File: src/rtl/bpg_pkg.sv
`timescale 1ns / 1ps

package bpg_pkg;

   // Operation codes carried by a request
   localparam logic [1:0] OP_TICK    = 2'd0;
   localparam logic [1:0] OP_TRIGGER = 2'd1;
   localparam logic [1:0] OP_STOP    = 2'd2;

   // Pattern codes
   localparam logic [2:0] PAT_OFF        = 3'd0;
   localparam logic [2:0] PAT_SINGLE     = 3'd1;
   localparam logic [2:0] PAT_DOUBLE     = 3'd2;
   localparam logic [2:0] PAT_TRIPLE     = 3'd3;
   localparam logic [2:0] PAT_LONG       = 3'd4;
   localparam logic [2:0] PAT_CONTINUOUS = 3'd5;
   localparam logic [2:0] PAT_ERROR      = 3'd6;

   localparam logic [8:0] ELAPSED_MAX = 9'd511;

   typedef enum logic [1:0] {
      PH_IDLE     = 2'd0,
      PH_ON       = 2'd1,
      PH_OFF      = 2'd2,
      PH_COMPLETE = 2'd3
   } phase_type;

   typedef struct packed {
      phase_type  phase;
      logic [8:0] elapsed;
      logic [8:0] beep_length;
      logic [1:0] beeps_done;
      logic [1:0] beeps_target;
      logic [2:0] pattern;
   } state_type;

   typedef struct packed {
      logic       buzzer_on;
      logic       busy_res;
      logic [2:0] active_pattern;
   } result_type;

   // Beep length in milliseconds for each pattern
   function automatic logic [8:0] beep_length(input logic [2:0] code);
      logic [8:0] len;
      case (code)
         PAT_SINGLE:     len = 9'd100;
         PAT_DOUBLE:     len = 9'd80;
         PAT_TRIPLE:     len = 9'd60;
         PAT_LONG:       len = 9'd500;
         PAT_CONTINUOUS: len = 9'd200;
         PAT_ERROR:      len = 9'd50;
         default:        len = 9'd0;
      endcase
      return len;
   endfunction

   // Number of on phases per pattern; zero means it never ends
   function automatic logic [1:0] beep_target(input logic [2:0] code);
      logic [1:0] tgt;
      case (code)
         PAT_SINGLE: tgt = 2'd1;
         PAT_DOUBLE: tgt = 2'd2;
         PAT_TRIPLE: tgt = 2'd3;
         PAT_LONG:   tgt = 2'd1;
         PAT_ERROR:  tgt = 2'd3;
         default:    tgt = 2'd0;
      endcase
      return tgt;
   endfunction

endpackage

File: src/rtl/bpg_step.sv
`timescale 1ns / 1ps

module bpg_step (
   input  bpg_pkg::state_type  cur,
   input  logic [1:0]          operation,
   input  logic [2:0]          pattern_code,
   output bpg_pkg::state_type  nxt,
   output bpg_pkg::result_type result
);

   logic [8:0] elapsed_inc;
   logic [1:0] done_inc;
   logic       running;

   assign running     = (cur.phase == bpg_pkg::PH_ON) || (cur.phase == bpg_pkg::PH_OFF);
   assign elapsed_inc = (cur.elapsed < bpg_pkg::ELAPSED_MAX) ? cur.elapsed + 9'd1 : cur.elapsed;
   assign done_inc    = cur.beeps_done + 2'd1;

   // Work out the state left by one request
   always_comb begin
      nxt = cur;
      case (operation)
         bpg_pkg::OP_TICK: begin
            if (running) begin
               nxt.elapsed = elapsed_inc;
               if (elapsed_inc >= cur.beep_length) begin
                  if (cur.phase == bpg_pkg::PH_ON) begin
                     nxt.beeps_done = done_inc;
                     if (cur.beeps_target != 2'd0 && done_inc >= cur.beeps_target) begin
                        nxt.phase   = bpg_pkg::PH_COMPLETE;
                        nxt.pattern = bpg_pkg::PAT_OFF;
                     end else begin
                        nxt.phase   = bpg_pkg::PH_OFF;
                        nxt.elapsed = 9'd0;
                     end
                  end else begin
                     nxt.phase   = bpg_pkg::PH_ON;
                     nxt.elapsed = 9'd0;
                  end
               end
            end
         end
         bpg_pkg::OP_TRIGGER: begin
            if (pattern_code == bpg_pkg::PAT_OFF) begin
               nxt.phase   = bpg_pkg::PH_IDLE;
               nxt.pattern = bpg_pkg::PAT_OFF;
            end else if (pattern_code <= bpg_pkg::PAT_ERROR) begin
               nxt.pattern      = pattern_code;
               nxt.beeps_done   = 2'd0;
               nxt.beeps_target = bpg_pkg::beep_target(pattern_code);
               nxt.beep_length  = bpg_pkg::beep_length(pattern_code);
               nxt.phase        = bpg_pkg::PH_ON;
               nxt.elapsed      = 9'd0;
            end
         end
         bpg_pkg::OP_STOP: begin
            nxt.phase   = bpg_pkg::PH_IDLE;
            nxt.pattern = bpg_pkg::PAT_OFF;
         end
         default: begin
            nxt = cur;
         end
      endcase
   end

   // Derive the outputs from the new state
   assign result.buzzer_on      = (nxt.phase == bpg_pkg::PH_ON);
   assign result.busy_res       = (nxt.phase == bpg_pkg::PH_ON) || (nxt.phase == bpg_pkg::PH_OFF);
   assign result.active_pattern = nxt.pattern;

endmodule

File: src/rtl/bpg_skid.sv
`timescale 1ns / 1ps

module bpg_skid (
   input  logic                clock,
   input  logic                reset,
   input  logic                in_valid,
   input  bpg_pkg::result_type in_data,
   output logic                in_stall,
   output logic                out_valid,
   input  logic                out_stall,
   output bpg_pkg::result_type out_data
);

   logic                main_valid_ff, main_valid_in;
   logic                skid_valid_ff, skid_valid_in;
   bpg_pkg::result_type main_ff, main_in;
   bpg_pkg::result_type skid_ff, skid_in;
   logic                accept;
   logic                drain;

   assign in_stall  = skid_valid_ff;
   assign accept    = in_valid && !skid_valid_ff;
   assign drain     = main_valid_ff && !out_stall;
   assign out_valid = main_valid_ff;
   assign out_data  = main_ff;

   // Advance the output slot, park a result in the skid slot on stall
   always_comb begin
      main_valid_in = main_valid_ff;
      skid_valid_in = skid_valid_ff;
      main_in       = main_ff;
      skid_in       = skid_ff;
      if (drain || !main_valid_ff) begin
         if (skid_valid_ff) begin
            main_in       = skid_ff;
            main_valid_in = 1'b1;
            skid_valid_in = 1'b0;
         end else begin
            main_in       = in_data;
            main_valid_in = accept;
         end
      end else if (accept) begin
         skid_in       = in_data;
         skid_valid_in = 1'b1;
      end
   end

   always_ff @(posedge clock) begin
      if (reset) begin
         main_valid_ff <= 1'b0;
         skid_valid_ff <= 1'b0;
      end else begin
         main_valid_ff <= main_valid_in;
         skid_valid_ff <= skid_valid_in;
      end
      main_ff <= main_in;
      skid_ff <= skid_in;
   end

endmodule

File: src/rtl/buzzer_beep_pattern_generator.sv
`timescale 1ns / 1ps

// Buzzer beep pattern generator.
// Request channel (req_): each request is a 1 ms tick, a trigger carrying a
// pattern code, or a stop. A request is taken at a clock edge with req_valid
// high and req_stall low.
// Response channel (rsp_): exactly one response per request, in order,
// giving the buzzer pin level, the busy flag and the active pattern as they
// stand after that request. Taken at an edge with rsp_valid high and
// rsp_stall low.
// Response: each result is registered in the buffer's output slot, or in its
// skid slot on stall. Throughput: one request per cycle with req_stall low;
// the state update is a single pass of counter compares ahead of the buffer.
// Stall: a two-slot output buffer keeps accepting one further request while
// a response waits; req_stall rises only when both slots are full.
// Reset (synchronous, active high): the pattern goes idle, all counters
// clear and no response is pending.

module buzzer_beep_pattern_generator (
   input  logic       clock,
   input  logic       reset,
   input  logic       req_valid,
   output logic       req_stall,
   input  logic [1:0] req_operation,
   input  logic [2:0] req_pattern_code,
   output logic       rsp_valid,
   input  logic       rsp_stall,
   output logic       rsp_buzzer_on,
   output logic       rsp_busy_res,
   output logic [2:0] rsp_active_pattern
);

   bpg_pkg::state_type  state_ff, state_in;
   bpg_pkg::state_type  step_state;
   bpg_pkg::result_type step_result;
   bpg_pkg::result_type rsp_data;
   logic                accept;

   assign accept = req_valid && !req_stall;

   bpg_step u_step (
      .cur          (state_ff),
      .operation    (req_operation),
      .pattern_code (req_pattern_code),
      .nxt          (step_state),
      .result       (step_result)
   );

   // Hold the pattern state unless a request is taken
   assign state_in = accept ? step_state : state_ff;

   always_ff @(posedge clock) begin
      if (reset) begin
         state_ff.phase        <= bpg_pkg::PH_IDLE;
         state_ff.elapsed      <= 9'd0;
         state_ff.beep_length  <= 9'd0;
         state_ff.beeps_done   <= 2'd0;
         state_ff.beeps_target <= 2'd0;
         state_ff.pattern      <= bpg_pkg::PAT_OFF;
      end else begin
         state_ff <= state_in;
      end
   end

   bpg_skid u_skid (
      .clock     (clock),
      .reset     (reset),
      .in_valid  (req_valid),
      .in_data   (step_result),
      .in_stall  (req_stall),
      .out_valid (rsp_valid),
      .out_stall (rsp_stall),
      .out_data  (rsp_data)
   );

   assign rsp_buzzer_on      = rsp_data.buzzer_on;
   assign rsp_busy_res       = rsp_data.busy_res;
   assign rsp_active_pattern = rsp_data.active_pattern;

endmodule

File: config.mk
export PLATFORM = sky130hd
export DESIGN_NAME = buzzer_beep_pattern_generator
export DESIGN_NICKNAME = d
export VERILOG_FILES = /design/src/rtl/bpg_pkg.sv /design/src/rtl/bpg_step.sv /design/src/rtl/bpg_skid.sv /design/src/rtl/buzzer_beep_pattern_generator.sv
export SDC_FILE = /design/constraint.sdc
export NUM_CORES = 1
export LEC_CHECK = 0
export BUFFER_PORTS_ARGS = -buffer_cell sky130_fd_sc_hd__buf_2
export CORE_MARGIN = 5
export CORE_UTILIZATION = 29
export CTS_CLUSTER_SIZE = 40
export DETAILED_ROUTE_END_ITERATION = 8
export GPL_ROUTABILITY_DRIVEN = 0
export MAX_ROUTING_LAYER = met4
export PLACE_DENSITY = 0.43
export SYNTH_ARGS = -nofsm -noshare
export SYNTH_HDL_FRONTEND = slang
export SYNTH_SLANG_ARGS = --single-unit
File: constraint.sdc
create_clock -name clock -period 3.2 [get_ports clock]
set_input_delay 0.32 -clock clock [delete_from_list [all_inputs] [get_ports clock]]
set_output_delay 0.32 -clock clock [all_outputs]
set_load 0.02 [all_outputs]
# Word level (Yosys, flattened, before mapping)
# Cells that the tools add are included.
[word_totals]
regBits = 39
inputBits = 9
out_inout_bits = 7
wordCells = 84
[classes]
n_addsub = 2
order_cmp = 4
eq_ne = 17
n_mux = 25
n_bitwise = 2
n_reduce_logical = 20
[ops]
columns = ["cell", "count"]
rows = [
  ["$pmux 9 s6", 1],
  ["$mux 11", 3],
  ["$mux 27", 1],
  ["$mux 22", 1],
  ["$mux 9", 2],
  ["$pmux 9 s2", 1],
  ["$mux 3", 5],
  ["$pmux 2 s3", 2],
  ["$add 9x1->9 const B", 1],
  ["$eq 3x3->1 const B", 3],
  ["$ge 9x9->1", 1],
  ["$lt 9x9->1 const B", 1],
  ["$pmux 3 s3", 1],
  ["$mux 2", 4],
  ["$ne 2x1->1 const B", 4],
  ["$reduce_and 7->1", 1],
  ["$eq 2x1->1 const B", 3],
  ["$eq 2x2->1 const B", 3],
  ["$eq 3x2->1 const B", 2],
  ["$reduce_or 2->1", 3],
  ["$mux 5", 1],
  ["$reduce_and 5->1", 1],
  ["$pmux 2 s2", 1],
  ["$reduce_and 4->1", 1],
  ["14 further kinds", 23],
]

# Longest topological paths before layout
# Gate-level depths: netlist of the first run.
[depth]
ltp_word = 11
depth_mapped = 15
depth_no_buf = 14

# Cells and area by module
# From an unflattened synthesis of the first run, not the netlist that was laid out.
[hier_totals]
hier_cells = 340
area_unflattened_um2 = 3030.4
[by_module_without_submodules]
columns = ["module", "n_inst", "cells_each", "area_each_um2"]
rows = [
  ["buzzer_beep_pattern_generator", 1, 121, 1311.3],
  ["bpg_step", 1, 196, 1267.5],
  ["bpg_skid", 1, 23, 451.7],
]

# Worst setup path before layout of the first run
# Ideal clock, no wire load.
[synth_timing]
path_kind = "register to register"
from = "register state_ff[16] in the netlist's numbering"
to = "register u_skid.main_ff, in the netlist u_skid.out_data[4] (data pin)"
setup_ns = 0.260
arrival_ns = 2.787
t_required_ns = 2.940
slack_ns = 0.153
path_stages_with_launch = 15
n_path_buf = 0
synth_period_minus_slack_ns = 3.047
cell_sequence = "dfxtp_1 ha_1 nand3_1 a41o_1 nor2_1 xor2_1 ha_1 a21oi_1 o21ai_0 a21oi_4 nand2_1 o21a_1 o22a_1 ha_1 mux2_2"
[synth_rtl]
columns = ["element", "line", "source"]
rows = [
  ["from (decl)", "buzzer_beep_pattern_generator.sv:33", "bpg_pkg::state_type state_ff, state_in;"],
  ["from (signal assigned)", "buzzer_beep_pattern_generator.sv:61", "state_ff <= state_in;"],
  ["to (signal assigned)", "bpg_skid.sv:56", "main_ff <= main_in;"],
  ["to (decl)", "bpg_skid.sv:16", "bpg_pkg::result_type main_ff, main_in;"],
]

==> results.rst, run 1 <==
.. list-table::
   :header-rows: 1

   * - Metric
     - Value
   * - Run status
     - complete, no violations
   * - Placement-stage cell area
     - 2620 um^2
   * - Cells taking the most area after synthesis
     - sky130_fd_sc_hd__dfxtp_1 23%, sky130_fd_sc_hd__edfxtp_1 13%, sky130_fd_sc_hd__ha_1 7.0%
   * - Number of maximum-capacitance constraint violations
     - 0
   * - Main flop type after synthesis
     - sky130_fd_sc_hd__dfxtp_1
   * - CTS H-tree depth
     - 2
   * - Post-route standard cell area excluding fillers
     - 2800 um^2
   * - Path class of the lowest-slack min-delay path
     - in2reg
   * - Placement Setup Slack
     - -0.00404 ns
   * - Worst reg2reg path endpoint
     - u_skid.out_data[4]
   * - Sequential fraction of the synthesis area
     - 36.1%
   * - Number of I/O port buffers
     - 15
   * - Relative slew margins
     - 66.0%
   * - Fraction of layout cells with a size suffix above 1
     - 25.6%
   * - Area added between synthesis and finish
     - 20.0%
   * - Final wirelength
     - 5870 um
   * - Detailed placement HPWL
     - 4360 um
   * - Post-synth top area share
     - 23.2%
   * - Effective utilization at floorplan
     - 30.0%
   * - Number of buffers between clock root and the deepest sink
     - 2
   * - Syn avg cell area
     - 8.27 um^2
   * - DRT met1 WL
     - 2970 um
   * - Met3 Routed Length
     - 91 um
   * - Clock latency reported for the late side of the worst-skew pair
     - 0.29 ns
   * - Number of antenna violations at the first check in global routing
     - 0
   * - Via count of the first global-routing pass
     - 1932
   * - Final hold viol count
     - 0
   * - Placeable core region
     - 7770 um^2
   * - Cell count after placement
     - 405
   * - Type of the worst setup path
     - reg2reg
   * - WHS Path Cells
     - 3
   * - Critical path endpoint category
     - flip-flop
   * - Horiz. Die Dim
     - 99.7 um
   * - Die outline height
     - 99.7 um
   * - Final total negative setup slack
     - 0 ns
   * - Slack of the critical path
     - 0.154 ns
   * - Overall die area
     - 9940 um^2
   * - Post-Layout Cell Count
     - 415
   * - Net Count, Synth
     - 304
   * - Pins Over Slew Limit
     - 0
   * - CTS Sinks
     - 37
   * - Starting DRT DRC Count
     - 95
   * - Worst VDD drop
     - 0.000157 V
   * - Pin count of the biggest net entering global routing
     - 24
   * - Global routing usage summed across all routing layers
     - 12.4%
   * - Worst min-delay path endpoint
     - u_skid.in_stall
   * - Leakage dissipation
     - 0.00113 uW
   * - Arrival time at the worst endpoint
     - 3.10 ns
   * - Total CTS buffers
     - 5
   * - NumNets Final
     - 334
   * - Post-layout power
     - 1040 uW
   * - Final critical-path share of the clock period
     - 95.2%
   * - Mean number of vias per cell
     - 5.14
   * - Footprint of the flip-flops and latches
     - 851 um^2
   * - Clock slew at reported path FFs
     - 0.08 ns
   * - Largest area contributor in the netlist
     - sky130_fd_sc_hd__dfxtp_1
   * - Worst clock skew
     - 0.00515 ns
   * - Number of library cell types mapped by synthesis
     - 60
   * - Kind of start point of the critical path
     - flip-flop
   * - Cell count after synthesis
     - 282
   * - Combined area of the multi-input logic cells
     - 1440 um^2
   * - Metal2 WL
     - 2750 um
   * - Number of enable flip-flop cells after synthesis
     - 10
   * - Power per unit of standard cell area
     - 371 nW/um^2
   * - Launch point of the worst hold path
     - req_valid
   * - Most common cell in the synthesized netlist
     - sky130_fd_sc_hd__nand2_1
   * - Area of the mapped netlist
     - 2330 um^2
   * - Post-synth ARST share
     - 0%
   * - Maximum fanout along the worst path
     - 4
   * - Sum of overflow across all layers after global routing
     - 0
   * - Slew of the pin with the lowest slew margin
     - 0.510 ns
   * - # DRC
     - 0
   * - Clock tree from TritonCTS
     - yes
   * - Wire length per cell after detailed routing
     - 14.1 um
   * - Wire length of the first global-routing pass
     - 9730 um
   * - Fill cell count
     - 866
   * - Post-layout min period
     - 3.05 ns
   * - Data required time of the critical path
     - 3.25 ns
   * - Ys Warns
     - 0
   * - Reg-to-reg startpoint
     - state_ff[17]
   * - Standard-cell row count
     - 32
   * - DR top layer
     - met4
   * - Antenna Diode Count
     - 0
   * - Slack of the worst reg-to-reg path
     - 0.15 ns
   * - Number of nets still failing antenna checks after routing
     - 0
   * - Maximum achievable frequency
     - 328 MHz
   * - Cell count of the worst reg-to-reg path
     - 15
   * - Flops & latches, synth
     - 37
   * - Drt pass-1 iters
     - 4
   * - Clock root buffer master
     - sky130_fd_sc_hd__clkbuf_8
   * - Post-synth top cells
     - 30 x sky130_fd_sc_hd__nand2_1, 27 x sky130_fd_sc_hd__dfxtp_1, 26 x sky130_fd_sc_hd__nor2_1
   * - Setup violators final
     - 0
   * - Via Count
     - 2132
   * - # IOs
     - 16
-- final cells by class --
type | count | area share (%)
clock inverter | 3 | 0.626
sequential | 37 | 30.4
tap | 102 | 4.56
inverter | 19 | 2.55
timing repair buffer | 35 | 8.05
clock buffer | 5 | 2.46
multi-input combinational | 214 | 51.4
-- registers in the layout, summed over array words and instances, names as in the netlist --
register          count
u_skid.out_data       5
u_skid.out_valid      1
u_skid.in_stall       1
state_ff             25
u_skid.skid_ff        5
-- placed cells by master, fill, tap and decap left out, drive strengths merged, types with 7 or more instances in the layout --
master	n
a21o	7
a21oi	25
a31oi	7
buf	35
dfxtp	27
edfxtp	10
ha	13
inv	19
nand2	30
nand2b	7
nand3	10
nor2	28
o21ai	21
-- timing repair --
item                                   CTS  global route
endpoints found under the hold margin    0             0
hold buffers                             0             0
setup endpoints to repair                1             3
pin swaps                                0             4
resized for setup                        1            21
buffers inserted                         0             2
-- metal layers --
metal / vias to the layer above / GRT usage, %
met5: - / -
met4: 0 / 3.57
met3: 4 / 2.52
met2: 13 / 18.3
met1: 1031 / 17.2
li1: 1084 / -
-- worst max-delay path by stage --
stage / startpoint / to / slack [ns] / cells after the start
2_1_floorplan: state_ff[16] / u_skid.out_data[4] / 0.15 / 14
3_3_place_gp: state_ff[18] / u_skid.out_data[4] / 0.01 / 14
3_5_place_dp: state_ff[18] / u_skid.out_data[4] / -0.004 / 14
4_1_cts: state_ff[17] / u_skid.out_data[4] / 0.001 / 14
5_1_grt: state_ff[22] / u_skid.out_data[4] / -0.003 / 15
6_report: state_ff[17] / u_skid.out_data[4] / 0.15 / 15
-- critical path: stages, from the launching register on --
cell and delay, ns:
sky130_fd_sc_hd__dfxtp_4 0.37, sky130_fd_sc_hd__ha_2 0.19, sky130_fd_sc_hd__nand3_2 0.10, sky130_fd_sc_hd__a41o_1 0.23, sky130_fd_sc_hd__or2_2 0.28, sky130_fd_sc_hd__nand2_1 0.11, sky130_fd_sc_hd__ha_4 0.15, sky130_fd_sc_hd__nand4_1 0.13
sky130_fd_sc_hd__nor2_2 0.17, sky130_fd_sc_hd__a21oi_4 0.08, sky130_fd_sc_hd__buf_4 0.15, sky130_fd_sc_hd__and2_1 0.17, sky130_fd_sc_hd__o21ai_1 0.15, sky130_fd_sc_hd__a2bb2oi_2 0.08, sky130_fd_sc_hd__ha_2 0.18, sky130_fd_sc_hd__mux2_2 0.25
-- per-stage QoR --
step	hold slack, ns	util (%)
finish	0.333	36.0
global route	0.358	36.0
CTS	0.343	34.9
detailed placement	0.458	33.8
global placement	0.450	33.8
floorplan	0.436	-
-- report_power, final --
| group | total (uW) | internal, uW | leakage, uW | switching, uW |
|---|---|---|---|---|
| sequential | 511 | 501 | 0.000323 | 10.2 |
| combinational | 189 | 74.3 | 0.000766 | 115 |
| clock | 338 | 151 | 0.0000439 | 187 |
| total | 1040 | 726 | 0.00113 | 312 |
-- logic make-up after synthesis --
logic type / share of synthesized area (%)
simple gates: 21.1
mux: 1.45
buf+inv: 5.10
compound gates: 27.8
xor+xnor: 1.50
flops: 36.1
fa+ha+maj: 6.97
No activity file was read; power rests on OpenSTA's default activity.
==> run 2: changes to the inputs <==
Settings changed: PLACE_DENSITY 0.43 to 0.42, SYNTH_HIERARCHICAL set to 1.
==> run 2 against run 1 <==
  * The flow now finishes with violations (negative setup slack)
  * Register-to-register slack lost 0.21 ns
  * Sequential share of layout area shrank 6.0 points
  * Sequential cell count grew 2
  * Final cell count grew 23%
  * Wire length grew 32%
  * Area after synthesis grew 30%
  * Count of clock-buffer cells in the layout is the same
  * First-iteration DRC count grew 41%
==> results.rst, run 2 <==
.. list-table::
   :header-rows: 1

   * - Metric
     - Value
   * - CP max stage delay
     - 0.34 ns (was 0.37 ns)
   * - Syn avg cell area
     - 8.91 um^2 (was 8.27 um^2)
   * - NumNets Final
     - 397 (was 334)
   * - Final Util
     - 35.5% (was 36.0%)
   * - Cell count after synthesis
     - 340 (was 282)
   * - Standard-cell row count
     - 37 (was 32)
   * - Number of antenna violations at the first check in global routing
     - 0 (unchanged)
   * - Sum of overflow across all layers after global routing
     - 0 (unchanged)
   * - Most numerous cell on the critical path
     - sky130_fd_sc_hd__ha_1 (was sky130_fd_sc_hd__ha_2)
   * - Setup violators final
     - 1 (was 0)
   * - Worst clock skew
     - 0.00835 ns (was 0.00515 ns)
   * - Worst VDD drop
     - 0.000152 V (was 0.000157 V)
   * - Wire length of the first global-routing pass
     - 13100 um (was 9730 um)
   * - Number of library cell types mapped by synthesis
     - 60 (unchanged)
   * - Placement Setup Slack
     - -0.127 ns (was -0.00404 ns)
   * - # DRC
     - 0 (unchanged)
   * - Final hold viol count
     - 0 (unchanged)
   * - Antenna Diode Count
     - 0 (unchanged)
   * - Via Count
     - 2661 (was 2132)
   * - Slowest-stage cell, CP
     - sky130_fd_sc_hd__ha_1 (was sky130_fd_sc_hd__dfxtp_4)
   * - Ys Warns
     - 6 (was 0)
   * - Power per unit of standard cell area
     - 324 nW/um^2 (was 371 nW/um^2)
   * - Run status
     - finished, violations left (was complete, no violations)
   * - Clock latency reported for the late side of the worst-skew pair
     - 0.30 ns (was 0.29 ns)
   * - Final wirelength
     - 7750 um (was 5870 um)
   * - Final critical-path share of the clock period
     - 102% (was 95.2%)
   * - Cell count after placement
     - 502 (was 405)
   * - Global routing usage summed across all routing layers
     - 12.9% (was 12.4%)
   * - Post-layout power
     - 1180 uW (was 1040 uW)
   * - Sequential fraction of the synthesis area
     - 29.1% (was 36.1%)
   * - Effective utilization at floorplan
     - 29.5% (was 30.0%)
   * - Clock slew at reported path FFs
     - 0.08 ns (about the same)
   * - Critical path's top delay family
     - compound AO/OA/AOI/OAI gates (was simple AND/OR/NAND/NOR gates)
   * - # IOs
     - 16 (unchanged)
   * - Die outline height
     - 112 um (was 99.7 um)
   * - Fill cell count
     - 1090 (was 866)
   * - Number of nets still failing antenna checks after routing
     - 0 (unchanged)
   * - Post-Layout Cell Count
     - 511 (was 415)
   * - Number of buffers between clock root and the deepest sink
     - 2 (unchanged)
   * - Most common cell after layout, fill and taps aside
     - sky130_fd_sc_hd__buf_4 (was sky130_fd_sc_hd__nand2_1)
   * - Reg-to-reg startpoint
     - state_ff[19] (was state_ff[17])
   * - Data required time of the critical path
     - 3.25 ns (about the same)
   * - Post-synth ARST share
     - 0% (unchanged)
   * - Pins Over Slew Limit
     - 0 (unchanged)
   * - Leading cell types in the layout, fill and taps excluded
     - 35 x sky130_fd_sc_hd__buf_4, 29 x sky130_fd_sc_hd__nand2b_1, 23 x sky130_fd_sc_hd__nand4bb_1, 23 x sky130_fd_sc_hd__dfxtp_1, 23 x sky130_fd_sc_hd__nand2_1 (was 29 x sky130_fd_sc_hd__nand2_1, 24 x sky130_fd_sc_hd__nor2_1, 22 x sky130_fd_sc_hd__a21oi_1, 21 x sky130_fd_sc_hd__dfxtp_1, 20 x sky130_fd_sc_hd__buf_4)
   * - Horiz. Die Dim
     - 112 um (was 99.7 um)
   * - Slew of the pin with the lowest slew margin
     - 0.767 ns (was 0.510 ns)
   * - Largest area contributor in the netlist
     - sky130_fd_sc_hd__dfxtp_1 (unchanged)
   * - Number of enable flip-flop cells after synthesis
     - 10 (unchanged)
   * - Fraction of layout cells with a size suffix above 1
     - 31.5% (was 25.6%)
   * - Post-synth top cells
     - 29 x sky130_fd_sc_hd__dfxtp_1, 29 x sky130_fd_sc_hd__nand2b_1, 27 x sky130_fd_sc_hd__o21ai_0 (was 30 x sky130_fd_sc_hd__nand2_1, 27 x sky130_fd_sc_hd__dfxtp_1, 26 x sky130_fd_sc_hd__nor2_1)
   * - CTS H-tree depth
     - 2 (unchanged)
   * - Leakage dissipation
     - 0.00138 uW (was 0.00113 uW)
   * - Launch point of the worst hold path
     - req_valid (unchanged)
   * - Cells taking the most area after synthesis
     - sky130_fd_sc_hd__dfxtp_1 19%, sky130_fd_sc_hd__edfxtp_1 9.9%, sky130_fd_sc_hd__nand4bb_1 8.5% (was sky130_fd_sc_hd__dfxtp_1 23%, sky130_fd_sc_hd__edfxtp_1 13%, sky130_fd_sc_hd__ha_1 7.0%)
   * - Type of the worst setup path
     - reg2reg (unchanged)
   * - Post-synth top area share
     - 19.2% (was 23.2%)
   * - Overall die area
     - 12600 um^2 (was 9940 um^2)
   * - Post-route standard cell area excluding fillers
     - 3650 um^2 (was 2800 um^2)
   * - Violated checks
     - negative setup slack
   * - Relative slew margins
     - 48.7% (was 66.0%)
   * - Flops & latches, synth
     - 39 (was 37)
   * - Setup repair after global routing missed its margin
     - true
   * - CTS Sinks
     - 39 (was 37)
   * - Drt pass-1 iters
     - 4 (unchanged)
   * - Post-layout min period
     - 3.26 ns (was 3.05 ns)
   * - Placement-stage cell area
     - 3380 um^2 (was 2620 um^2)
   * - Crit path launch
     - state_ff[19] (was state_ff[17])
   * - Critical path endpoint category
     - flip-flop (unchanged)
   * - Starting DRT DRC Count
     - 134 (was 95)
   * - Number of maximum-capacitance constraint violations
     - 0 (unchanged)
   * - Maximum fanout along the worst path
     - 5 (was 4)
   * - Area added between synthesis and finish
     - 20.5% (was 20.0%)
   * - Clock root buffer master
     - sky130_fd_sc_hd__clkbuf_8 (unchanged)
   * - Wire length per cell after detailed routing
     - 15.2 um (was 14.1 um)
   * - Slack of the critical path
     - -0.0567 ns (was 0.154 ns)
   * - Combined buffer and inverter count along the critical path
     - 1 (unchanged)
   * - Clock tree from TritonCTS
     - yes (unchanged)
   * - Placeable core region
     - 10300 um^2 (was 7770 um^2)
   * - Via count of the first global-routing pass
     - 2542 (was 1932)
   * - Main flop type after synthesis
     - sky130_fd_sc_hd__dfxtp_1 (unchanged)
   * - Flip-flop count of the largest register, all copies and words added
     - 27 (was 25)
   * - Total CTS buffers
     - 5 (unchanged)
   * - Detailed placement HPWL
     - 5580 um (was 4360 um)
   * - Net Count, Synth
     - 363 (was 304)
   * - Number of I/O port buffers
     - 15 (unchanged)
   * - Arrival time at the worst endpoint
     - 3.31 ns (was 3.10 ns)
   * - Path class of the lowest-slack min-delay path
     - in2reg (unchanged)
   * - Pin count of the biggest net entering global routing
     - 57 (was 24)
   * - Largest reg by FF count
     - state_ff (unchanged)
   * - Kind of start point of the critical path
     - flip-flop (unchanged)
   * - Maximum achievable frequency
     - 307 MHz (was 328 MHz)
   * - Critical path cell sequence
     - and4_4, a31oi_4, nand3_4, xnor2_2, ha_1, a31o_1, o311ai_2, a211oi_2, nor2b_2, o21ba_4, o41ai_4, ha_1, inv_1, mux2_4 (was ha_2, nand3_2, a41o_1, or2_2, nand2_1, ha_4, nand4_1, nor2_2, a21oi_4, buf_4, and2_1, o21ai_1, a2bb2oi_2, ha_2, mux2_2)
   * - Area of the mapped netlist
     - 3030 um^2 (was 2330 um^2)
   * - Mean number of vias per cell
     - 5.21 (was 5.14)
run 2: path summary, 6_finish.rpt:
path              cells past startpoint                 end  slack [ns]
setup / recovery                     14  u_skid/out_data[3]       -0.06
hold / removal                        3        state_ff[17]        0.45
hold reg to reg                       2        state_ff[11]        0.49
setup reg to reg                     14  u_skid/out_data[3]       -0.06
run 2: cell type report:
| cell class | count | area [um^2] | share of cell area, % |
|---|---|---|---|
| sequential | 39 | 891 | 24.4 |
| multi-input combinational | 257 | 2050 | 56.3 |
| inverter | 20 | 75.1 | 2.06 |
| timing repair buffer | 51 | 349 | 9.56 |
| clock inverter | 3 | 43.8 | 1.20 |
| clock buffer | 5 | 68.8 | 1.88 |
| tap | 136 | 170 | 4.66 |
run 2: per-stage QoR:
step           hold slack, ns  setup TNS, ns
6_report                0.448        -0.0567
5_1_grt                 0.452         -0.531
4_1_cts                 0.446       -0.00392
3_5_place_dp            0.479         -0.403
3_3_place_gp            0.475         -0.393
2_1_floorplan           0.389              0
run 2: routing by layer:
metal / global-route usage (%) / vias to the layer above / part of all wire, %
met2: 20.6 / 29 / 48
met4: 3.93 / 0 / 1.4
met1: 16.7 / 1290 / 48
met3: 2.32 / 10 / 2.4
met5: - / - / 0
li1: - / 1332 / -
run 2: worst register-to-register path: stages (launching register included):
cell and delay, ns:
sky130_fd_sc_hd__dfxtp_2 0.32, sky130_fd_sc_hd__and4_4 0.21, sky130_fd_sc_hd__a31oi_4 0.20, sky130_fd_sc_hd__nand3_4 0.12, sky130_fd_sc_hd__xnor2_2 0.14, sky130_fd_sc_hd__ha_1 0.34, sky130_fd_sc_hd__a31o_1 0.18, sky130_fd_sc_hd__o311ai_2 0.13
sky130_fd_sc_hd__a211oi_2 0.26, sky130_fd_sc_hd__nor2b_2 0.11, sky130_fd_sc_hd__o21ba_4 0.21, sky130_fd_sc_hd__o41ai_4 0.31, sky130_fd_sc_hd__ha_1 0.18, sky130_fd_sc_hd__inv_1 0.04, sky130_fd_sc_hd__mux2_4 0.25
run 2: cells by family after synthesis:
logic type / after synthesis / share of synthesized area [%]
buffers and inverters: 44 / 8.22
XOR/XNOR: 5 / 1.45
flip-flops: 39 / 29.1
multiplexers: 7 / 3.22
adder cells (fa/ha/maj): 14 / 5.78
AO/OA/AOI/OAI: 107 / 25.1
AND/OR/NAND/NOR: 124 / 27.2
run 2: what timing repair did:
action	CTS	global route
cloned	0	0
pin swaps	3	8
hold buffers	0	0
setup buffers	0	2
setup endpoints to repair	5	20
gates resized for setup	5	29
run 2: power by group:
| group | total [uW] | internal [uW] | switching [uW] |
|---|---|---|---|
| Clock | 425 | 232 | 193 |
| Combinational | 225 | 96.9 | 128 |
| Sequential | 532 | 522 | 10.1 |
==> run 3: changes to the inputs <==
Settings changed: PLACE_DENSITY 0.42 to 0.41.
Clock period 3.2 ns to 3.1 ns, I/O delays scaled along.
==> run 3 against run 2 <==
  * The flow still finishes with violations (negative setup slack)
  * Die area is the same
  * Sequential power grew 3%
  * Clock skew grew 0.0015 ns
  * Power grew 5.1%
  * Critical endpoint unchanged
==> results.rst, run 3 (same netlist as run 2, synthesis figures left out) <==
.. list-table::
   :header-rows: 1

   * - Metric
     - Value
   * - Power dissipated by switching net loads
     - 363 uW (was 331 uW)
   * - Overall die area
     - 12600 um^2 (unchanged)
   * - Power per unit of standard cell area
     - 336 nW/um^2 (was 324 nW/um^2)
   * - Slack of the critical path
     - -0.0592 ns (was -0.0567 ns)
   * - Maximum achievable frequency
     - 317 MHz (was 307 MHz)
   * - Flip-flop count of the largest register, all copies and words added
     - 27 (unchanged)
   * - Worst VDD drop
     - 0.000178 V (was 0.000152 V)
   * - Pin count of the biggest net entering global routing
     - 57 (unchanged)
   * - Number of nets still failing antenna checks after routing
     - 0 (unchanged)
   * - Final Util
     - 36.0% (was 35.5%)
   * - Pins Over Slew Limit
     - 0 (unchanged)
   * - Detailed placement HPWL
     - 5440 um (was 5580 um)
   * - Horiz. Die Dim
     - 112 um (unchanged)
   * - Path class of the lowest-slack min-delay path
     - in2reg (unchanged)
   * - Final wirelength
     - 8080 um (was 7750 um)
   * - Leakage dissipation
     - 0.00139 uW (was 0.00138 uW)
   * - Portion of total power attributed to sequential cells
     - 44.0% (was 45.0%)
   * - Placement-stage cell area
     - 3390 um^2 (was 3380 um^2)
   * - Number of I/O port buffers
     - 15 (unchanged)
   * - Arrival time at the worst endpoint
     - 3.22 ns (was 3.31 ns)
   * - Maximum fanout along the worst path
     - 4 (was 5)
   * - Effective utilization at floorplan
     - 29.5% (unchanged)
   * - Quantity of hold-fixing buffers added after cts
     - 0 (unchanged)
   * - Clock tree from TritonCTS
     - yes (unchanged)
   * - CTS H-tree depth
     - 2 (unchanged)
   * - Fraction of layout cells with a size suffix above 1
     - 34.4% (was 31.5%)
   * - # IOs
     - 16 (unchanged)
   * - Drt pass-1 iters
     - 4 (unchanged)
   * - Antenna Diode Count
     - 0 (unchanged)
   * - Largest reg by FF count
     - state_ff (unchanged)
   * - Internal power summed over all cells
     - 880 uW (was 851 uW)
   * - Starting DRT DRC Count
     - 141 (was 134)
   * - Area added between synthesis and finish
     - 22.1% (was 20.5%)
   * - Placeable core region
     - 10300 um^2 (unchanged)
   * - Placement Setup Slack
     - -0.252 ns (was -0.127 ns)
   * - Switching Fraction
     - 29.2% (was 28.0%)
   * - Wire length of the first global-routing pass
     - 13600 um (was 13100 um)
   * - Kind of start point of the critical path
     - flip-flop (unchanged)
   * - Mean number of vias per cell
     - 5.16 (was 5.21)
   * - Final critical-path share of the clock period
     - 102% (about the same)
   * - CTS Sinks
     - 39 (unchanged)
   * - Global routing usage summed across all routing layers
     - 13.5% (was 12.9%)
   * - Violated checks
     - negative setup slack (unchanged)
   * - Relative slew margins
     - 48.1% (was 48.7%)
   * - Via count of the first global-routing pass
     - 2662 (was 2542)
   * - Number of maximum-capacitance constraint violations
     - 0 (unchanged)
   * - Most common cell after layout, fill and taps aside
     - sky130_fd_sc_hd__buf_4 (unchanged)
   * - Final hold viol count
     - 0 (unchanged)
   * - Standard-cell row count
     - 37 (unchanged)
   * - Wire length per cell after detailed routing
     - 15.8 um (was 15.2 um)
   * - Die outline height
     - 112 um (unchanged)
   * - Critical path endpoint category
     - flip-flop (unchanged)
   * - Leading cell types in the layout, fill and taps excluded
     - 36 x sky130_fd_sc_hd__buf_4, 29 x sky130_fd_sc_hd__nand2b_1, 23 x sky130_fd_sc_hd__nand4bb_1, 23 x sky130_fd_sc_hd__o21ai_2, 22 x sky130_fd_sc_hd__dfxtp_1 (was 35 x sky130_fd_sc_hd__buf_4, 29 x sky130_fd_sc_hd__nand2b_1, 23 x sky130_fd_sc_hd__nand4bb_1, 23 x sky130_fd_sc_hd__dfxtp_1, 23 x sky130_fd_sc_hd__nand2_1)
   * - Total CTS buffers
     - 5 (unchanged)
   * - Type of the worst setup path
     - reg2reg (unchanged)
   * - Data required time of the critical path
     - 3.16 ns (was 3.25 ns)
   * - Run status
     - finished, violations left (unchanged)
   * - Setup violators final
     - 1 (unchanged)
   * - Slew of the pin with the lowest slew margin
     - 0.777 ns (was 0.767 ns)
   * - Clock root buffer master
     - sky130_fd_sc_hd__clkbuf_8 (unchanged)
   * - Clock slew at reported path FFs
     - 0.09 ns (was 0.08 ns)
   * - # DRC
     - 0 (unchanged)
   * - Logic gate share of total power
     - 18.9% (was 19.0%)
   * - NumNets Final
     - 397 (unchanged)
   * - Number of buffers between clock root and the deepest sink
     - 2 (unchanged)
   * - Number of antenna violations at the first check in global routing
     - 0 (unchanged)
   * - Sum of overflow across all layers after global routing
     - 0 (unchanged)
   * - Fill cell count
     - 1074 (was 1090)
   * - Post-layout min period
     - 3.16 ns (was 3.26 ns)
   * - Worst clock skew
     - 0.00980 ns (was 0.00835 ns)
   * - Clock latency reported for the late side of the worst-skew pair
     - 0.30 ns (about the same)
   * - Via Count
     - 2637 (was 2661)
   * - Post-layout power
     - 1240 uW (was 1180 uW)
   * - Post-route standard cell area excluding fillers
     - 3700 um^2 (was 3650 um^2)
   * - Setup repair after global routing missed its margin
     - true (unchanged)
   * - Fraction of power consumed by the clock network
     - 37.1% (was 36.0%)
-- run 3: final timing paths --
kind,start,slack (ns),end,cells after the start
setup / recovery,state_ff[23],-0.06,u_skid/out_data[3],14
setup reg to reg,state_ff[23],-0.06,u_skid/out_data[3],14
hold reg to reg,state_ff[9],0.50,state_ff[9],2
hold / removal,req_valid,0.31,u_skid/out_valid,3
-- run 3: layout make-up --
| class | instances | area, um^2 | share of cell area, % |
|---|---|---|---|
| multi-input cells | 257 | 2100 | 56.7 |
| flip-flops and latches | 39 | 897 | 24.2 |
| repair buffers | 51 | 345 | 9.33 |
| well taps | 136 | 170 | 4.60 |
| inverters | 20 | 75.1 | 2.03 |
| clock buffers | 5 | 68.8 | 1.86 |
| clock inverters | 3 | 47.5 | 1.28 |
-- run 3: power by group through the flow --
stage	Sequential [uW]	Combinational, uW	Clock (uW)
after CTS	548	226	482
after global routing	550	256	504
final	547	235	461
after detailed placement	561	217	0
after floorplan	570	149	0
after global placement	561	216	0
-- run 3: critical path: stages (launching register included) --
cell	delay, ns
sky130_fd_sc_hd__dfxtp_2	0.33
sky130_fd_sc_hd__and3_4	0.18
sky130_fd_sc_hd__a31oi_4	0.21
sky130_fd_sc_hd__buf_4	0.15
sky130_fd_sc_hd__nand4_1	0.16
sky130_fd_sc_hd__xnor2_2	0.20
sky130_fd_sc_hd__ha_1	0.30
sky130_fd_sc_hd__nand2_2	0.08
sky130_fd_sc_hd__o21a_1	0.19
sky130_fd_sc_hd__nor2b_4	0.15
sky130_fd_sc_hd__o21ba_2	0.23
sky130_fd_sc_hd__o41ai_4	0.26
sky130_fd_sc_hd__ha_1	0.19
sky130_fd_sc_hd__inv_1	0.04
sky130_fd_sc_hd__mux2_4	0.25
-- run 3: stage by stage --
| step | std cells | hold WS [ns] | setup TNS [ns] |
|---|---|---|---|
| after global placement | 500 | 0.480 | -1.82 |
| final | 511 | 0.308 | -0.0592 |
| after floorplan | 340 | 0.379 | 0 |
| after CTS | 510 | 0.297 | -0.0820 |
| after detailed placement | 500 | 0.480 | -1.73 |
| after global routing | 511 | 0.334 | -1.30 |
-- run 3: what timing repair did --
item	CTS	global route
endpoints found under the setup margin	15	22
gates resized for setup	25	15
endpoints found under the hold margin	0	0
pin swaps	16	7
buffers inserted	3	1
-- run 3: layer usage --
metal,global-route usage (%),wire length [um]
met1,16.7,3800
met2,23.0,3980
met3,1.99,184
met4,3.29,108
met5,-,0
